`src/rtl/alstat_pkg.sv`:
```
// Shared types and constants for the audio level statistics block.
`default_nettype none
package alstat_pkg;

    localparam int SAMPLE_W  = 24;
    localparam int SUM_W     = 64;
    localparam int MSUM_W    = 63;
    localparam int SQ_W      = 33;
    localparam int ENV_W     = 33;
    localparam int CNT_W     = 40;
    localparam int PREFIX_W  = 47;
    localparam int COEF_W    = 24;
    localparam int FRAC_W    = 16;
    localparam int TGT_W     = 56;
    localparam int DIVN_W    = 63;
    localparam int DIVD_W    = 62;
    localparam int DIVQ_W    = 23;
    localparam int STEP_W    = 5;
    localparam int SCALE_W   = 30;
    localparam int CFG_IDX_W = 1;

    localparam logic [STEP_W-1:0] DIV_FRAC_STEPS  = 5'd23;

    localparam logic [COEF_W-1:0] ATTACK_RESET   = 24'd16359;
    localparam logic [FRAC_W-1:0] FRACTION_RESET = 16'd65470;

    localparam logic [CFG_IDX_W-1:0] CFG_ATTACK   = 1'd0;
    localparam logic [CFG_IDX_W-1:0] CFG_FRACTION = 1'd1;

    localparam logic MODE_SAMPLE = 1'b0;
    localparam logic MODE_REPORT = 1'b1;

    typedef struct packed {
        logic load_in;
        logic smp_a;
        logic smp_b;
        logic smp_wb;
        logic clr_step;
        logic rep_init;
        logic rep_read;
        logic rep_check;
        logic rep_next;
        logic div_exact;
        logic div_frac;
        logic div_scale;
        logic mag_zero;
        logic mag_take;
        logic out_load;
    } t_cmd;

    typedef struct packed {
        logic clr_last;
        logic mode;
        logic ch_ok;
        logic hit_eq;
        logic hit_gt;
        logic last_bin;
        logic div_done;
        logic out_free;
    } t_sts;

endpackage
`default_nettype wire

```
`src/rtl/alstat_ctrl.sv`:
```
// Controller state machine: sequences clearing, sample updates and reports.
`default_nettype none
module alstat_ctrl (
    input  wire logic              i_clk,
    input  wire logic              i_rst_n,
    input  wire logic              i_in_valid,
    output logic                   o_in_ready,
    output alstat_pkg::t_cmd       o_cmd,
    input  wire alstat_pkg::t_sts  i_sts
);
    typedef enum logic [3:0] {
        ST_CLEAR, ST_IDLE, ST_SMP_A, ST_SMP_B, ST_SMP_WB, ST_REP_INIT,
        ST_REP_READ, ST_REP_CHECK, ST_DIV_FRAC, ST_DIV_SCALE, ST_REP_OUT
    } t_state;

    t_state r_state;
    t_state n_state;

    assign o_in_ready = r_state == ST_IDLE;

    always_comb begin
        o_cmd   = '0;
        n_state = r_state;
        unique case (r_state)
            ST_CLEAR: begin
                o_cmd.clr_step = 1'b1;
                if (i_sts.clr_last) begin
                    n_state = ST_IDLE;
                end
            end
            ST_IDLE: begin
                if (i_in_valid && i_sts.ch_ok) begin
                    o_cmd.load_in = 1'b1;
                    n_state = (i_sts.mode == alstat_pkg::MODE_REPORT) ? ST_REP_INIT
                                                                      : ST_SMP_A;
                end
            end
            ST_SMP_A: begin
                o_cmd.smp_a = 1'b1;
                n_state = ST_SMP_B;
            end
            ST_SMP_B: begin
                o_cmd.smp_b = 1'b1;
                n_state = ST_SMP_WB;
            end
            ST_SMP_WB: begin
                o_cmd.smp_wb = 1'b1;
                n_state = ST_IDLE;
            end
            ST_REP_INIT: begin
                o_cmd.rep_init = 1'b1;
                n_state = ST_REP_READ;
            end
            ST_REP_READ: begin
                o_cmd.rep_read = 1'b1;
                n_state = ST_REP_CHECK;
            end
            ST_REP_CHECK: begin
                o_cmd.rep_check = 1'b1;
                if (i_sts.hit_eq) begin
                    o_cmd.div_exact = 1'b1;
                    n_state = ST_DIV_SCALE;
                end else if (i_sts.hit_gt) begin
                    o_cmd.div_frac = 1'b1;
                    n_state = ST_DIV_FRAC;
                end else if (i_sts.last_bin) begin
                    o_cmd.mag_zero = 1'b1;
                    n_state = ST_REP_OUT;
                end else begin
                    o_cmd.rep_next = 1'b1;
                    n_state = ST_REP_READ;
                end
            end
            ST_DIV_FRAC: begin
                if (i_sts.div_done) begin
                    o_cmd.div_scale = 1'b1;
                    n_state = ST_DIV_SCALE;
                end
            end
            ST_DIV_SCALE: begin
                o_cmd.mag_take = 1'b1;
                n_state = ST_REP_OUT;
            end
            ST_REP_OUT: begin
                if (i_sts.out_free) begin
                    o_cmd.out_load = 1'b1;
                    n_state = ST_IDLE;
                end
            end
            default: n_state = ST_IDLE;
        endcase
    end

    always_ff @(posedge i_clk) begin
        if (!i_rst_n) begin
            r_state <= ST_CLEAR;
        end else begin
            r_state <= n_state;
        end
    end
endmodule
`default_nettype wire

```
`config.mk`:
```
export PLATFORM = sky130hd
export DESIGN_NAME = alstat_ctrl
export DESIGN_NICKNAME = d
export VERILOG_FILES = /design/src/rtl/alstat_pkg.sv /design/src/rtl/alstat_ctrl.sv
export SDC_FILE = /design/constraint.sdc
export NUM_CORES = 1
export LEC_CHECK = 0
export ABC_AREA = 1
export BUFFER_PORTS_ARGS = -buffer_cell sky130_fd_sc_hd__clkbuf_2
export CAP_MARGIN = 0
export CORE_AREA = 2 2 39 41
export DETAILED_ROUTE_END_ITERATION = 6
export DIE_AREA = 0 0 41 43
export MAX_ROUTING_LAYER = met4
export PLACE_DENSITY = 0.71
export SYNTH_ARGS = -nofsm -noshare
export SYNTH_HDL_FRONTEND = slang
export SYNTH_SLANG_ARGS = --single-unit
```
`constraint.sdc`:
```
create_clock -name i_clk -period 1.04 [get_ports i_clk]
set_input_delay 0.156 -clock i_clk [delete_from_list [all_inputs] [get_ports i_clk]]
set_output_delay 0.156 -clock i_clk [all_outputs]
set_load 0.005 [all_outputs]
```
==> impl_results.md <==
- Mux share of post-synthesis cell area: 0%
- Min cycle time layout: around 1.5 ns
- Final setup vio count: 20
- Seq/Total Area, Yosys: 18.1%
- Detailed-route wire length: ~1800 µm
- Setup CP Type: reg -> out
- Placed Cells: between 100 and 150
- Power Density: 1270 nW/µm²
- Synth warnings: 0
- Via density: 4.68
- Avg Cell Area, Syn: between 4 and 5 µm²
- H-Tree Depth: 1
- Largest family of logic cells by synthesized area: simple AND/OR/NAND/NOR gates
- Drt drc: 0
- Clock share of power: about a fifth
- Post-CTS Hold Buffers: 0
- Clk_lat worst skew: 0.24 ns
- Yosys reg bits: 4
- Reg with most FFs: r_state
- Crit. End Element: primary output
- Slowest cell on crit path: dfxtp_4
- Top-level I/O count: 27
- Total power draw: about 0.0011 W
- Total track usage: about a fifth
- Hold path endpoint: r_state[0]
- MaxCap Viol Count: 0
- Worst r2r src: r_state[3]
- Top post-synthesis cells by area: nand2_1 (23%), nor2_1 (19%), dfxtp_1 (18%)
- Slew Limit Headroom: around 81%
- Most frequent CP cell: inv_2
- Switching share of total power: around 44%
- Area grow syn2layout: 96.0%
- Share of the synthesized area in the top cell type: between 20 and 25%
- CP required: between 0.8 and 0.9 ns
- Num CTS Buffers: 3
- Final Slew Violations: 0
- Status: finished with violations
- Post-DRT Antenna Nets: 0
- Max reg flops: 4
- Area share of and/or/nand/nor cells after synthesis: roughly three fifths
- First-pass GRT wire length: 2480 µm
- Synthesized area: 443 µm²
- Syn_nets: 103
- Setup ws final: -0.456 ns
- Initial core utilization: between 30% and 40%
- Post-Syn Instances: 92
- Compound-Gate Fraction of Synth Area: just under 7%
- Hold Vio Cnt, Final: 0
- Slew @ Worst Pin: ~0.28 ns
- Skew final: 0.0116 ns
- Sw power: a little under 0.0005 W
- Final Cycle Share: 144%
- FP Rows: 14
- Count of cell types in the netlist: 11
- Grt total ovfl: 0
- CTS Root Cell: clkbuf_4
- Adder-cell share of the synthesized area: 0%
- Fin cells: around 150
- DRT iter0 DRCs: 19
- Unrepaired setup endpoints after global routing: true
- Seq pwr share: between 20 and 25%
- Failing checks: setup timing
- TritonCTS clock tree: built
- Hold Crit Class: in -> reg
- Vias in the first global route: between 600 and 700
- Largest net degree at the start of global routing: 7
- Kind of start point of the critical path: register
- Reg2Reg Setup Slack: -0.19 ns
- Ratio of cells with drive above 1 in the final layout: between 60% and 70%
- Crit path DAT: 1.34 ns
- Hold path depth: 3
- Hold_sp: i_rst_n
- CP top delay family: simple AND/OR/NAND/NOR gates
- F_max: approximately 0.67 GHz
- Crit-path max cell delay: roughly 0.4 ns
- Lkg Pwr: between 0.4 and 0.5 nW
- Fill count: 124
- CP cell instances: inv_2 > nor2_2 > inv_2 > nor3_1 > clkbuf_2
- Combinational fraction of design power: slightly below 60%
- Worst-path clk slew: around 0.030 ns
- Routed len/inst: approximately 12 µm
- Die area: 1760 µm²
- Cell internal pwr: about 0.00062 W
- Routability cong.: ~0.93
- CP bufs+invs: 3
- CP Max Fanout: 6
- Worst R2R End: r_state[0]
- Initial antenna violation count: 0
- Biggest regs: r_state x4
- Placeable Area: approximately 1400 µm²
- CTS max path bufs: 2
- Vias post-DR: between 700 and 800
- Die Ht: about 43 µm
- Max VDD drop: 1.03 mV
- Pre-antenna DRT Iters: 4
- Sink Count: 4
- Worst R2R Path Depth: 8
- DP HPWL: 1060 µm
- Nets: ~150
- Port Buffers: 26
- Synth area leader: nand2_1
- Post-synthesis xor/xnor area fraction: 0%
- Die X: between 40 and 50 µm
- Ant diodes: 0
-- area by class of cell --
class / instances / area [µm²] / share of cell area, %
clock buffer: 4 / 26.3 / 3.03
inverter: 19 / 78.8 / 9.08
multi-input combinational: 69 / 403 / 46.4
sequential: 4 / 95.1 / 11.0
tap: 16 / 20.0 / 2.31
timing repair buffer: 39 / 245 / 28.2
-- cells by family (layout without fill, tap and decap cells) --
kind of cell           Yosys count  in the layout
DFF                              4              4
and+or+nand+nor                 63             63
buffers and inverters           19             62
AOI/OAI and AO/OA                6              6
-- synth_stat cells (all sizes together) --
cell and count:
dfxtp 4, nand3b 1, inv 19, nor3 2
a21oi 3, nand3 5, o21ai 3, nor2 28
nand2 27
-- worst register-to-register path, stage by stage (launching register included) --
cell and delay (ns):
dfxtp_4 0.41, nor2_4 0.07, buf_6 0.13, nand3b_1 0.10
nand2_2 0.09, nor2_4 0.14, inv_1 0.06, nor2_1 0.08
nor2_1 0.05
-- stage by stage --
step	utilization [%]	instance area, µm²	hold WS [ns]	worst slack [ns]	setup TNS [ns]
2_1_floorplan	-	465	0.284	0.00436	0
3_3_place_gp	46.7	646	0.390	-0.121	-0.556
3_5_place_dp	46.7	646	0.402	-0.110	-0.654
4_1_cts	58.5	810	0.163	-0.268	-4.15
5_1_grt	62.7	868	0.178	-0.493	-5.97
6_report	62.7	868	0.172	-0.456	-4.52
-- cell usage in the layout, fill, tap and decap left out, types with 3 or more instances in the layout --
| master | netlist | routed |
|---|---|---|
| nand2_2 | 0 | 7 |
| nand2_1 | 27 | 19 |
| clkbuf_4 | 0 | 3 |
| buf_4 | 0 | 10 |
| nor2_4 | 0 | 7 |
| nor2_2 | 5 | 8 |
| nor2_1 | 23 | 13 |
| dfxtp_4 | 0 | 4 |
| inv_1 | 14 | 12 |
| buf_2 | 0 | 3 |
| buf_6 | 0 | 4 |
| nand3_1 | 5 | 3 |
| clkbuf_2 | 0 | 22 |
| a21oi_2 | 0 | 3 |
| inv_2 | 5 | 4 |
| inv_4 | 0 | 3 |
-- worst max path at each step --
stage                     startpoint         end  slack [ns]  cells after the start
final                     r_state[1]    o_cmd[0]       -0.46                      5
after global routing      r_state[1]    o_cmd[0]       -0.49                      5
after CTS                 r_state[3]    o_cmd[4]       -0.27                      6
after detailed placement  r_state[0]  r_state[0]       -0.11                      7
after global placement    r_state[0]  r_state[0]       -0.12                      7
after floorplan           r_state[1]  r_state[0]       0.004                      7
-- power by group through the flow --
| stage | clock network, W | registers, W | logic, W |
|---|---|---|---|
| final | 0.000213 | 0.000248 | 0.000645 |
| after global routing | 0.000236 | 0.000252 | 0.000710 |
| after CTS | 0.000228 | 0.000238 | 0.000526 |
| after detailed placement | 0 | 0.000224 | 0.000424 |
| after global placement | 0 | 0.000225 | 0.000422 |
| after floorplan | 0 | 0.000215 | 0.000283 |
-- repair_timing --
item | in CTS | in global routing
hold endpoints to repair | 0 | 0
gates resized for setup | 30 | 15
setup endpoints to repair | 20 | 20
pin swaps | 14 | 6
buffers inserted | 6 | 3
-- layer usage --
metal | up-vias | GRT usage, % | wire length, µm | share of wire, %
met3 | 6 | 4.19 | 70 | 4.0
met4 | 0 | 10.0 | 42 | 2.4
met2 | 22 | 31.6 | 915 | 52
met1 | 314 | 26.1 | 725 | 41
li1 | 364 | - | - | -
met5 | - | - | 0 | 0
No activity file was read; power rests on OpenSTA's default activity.
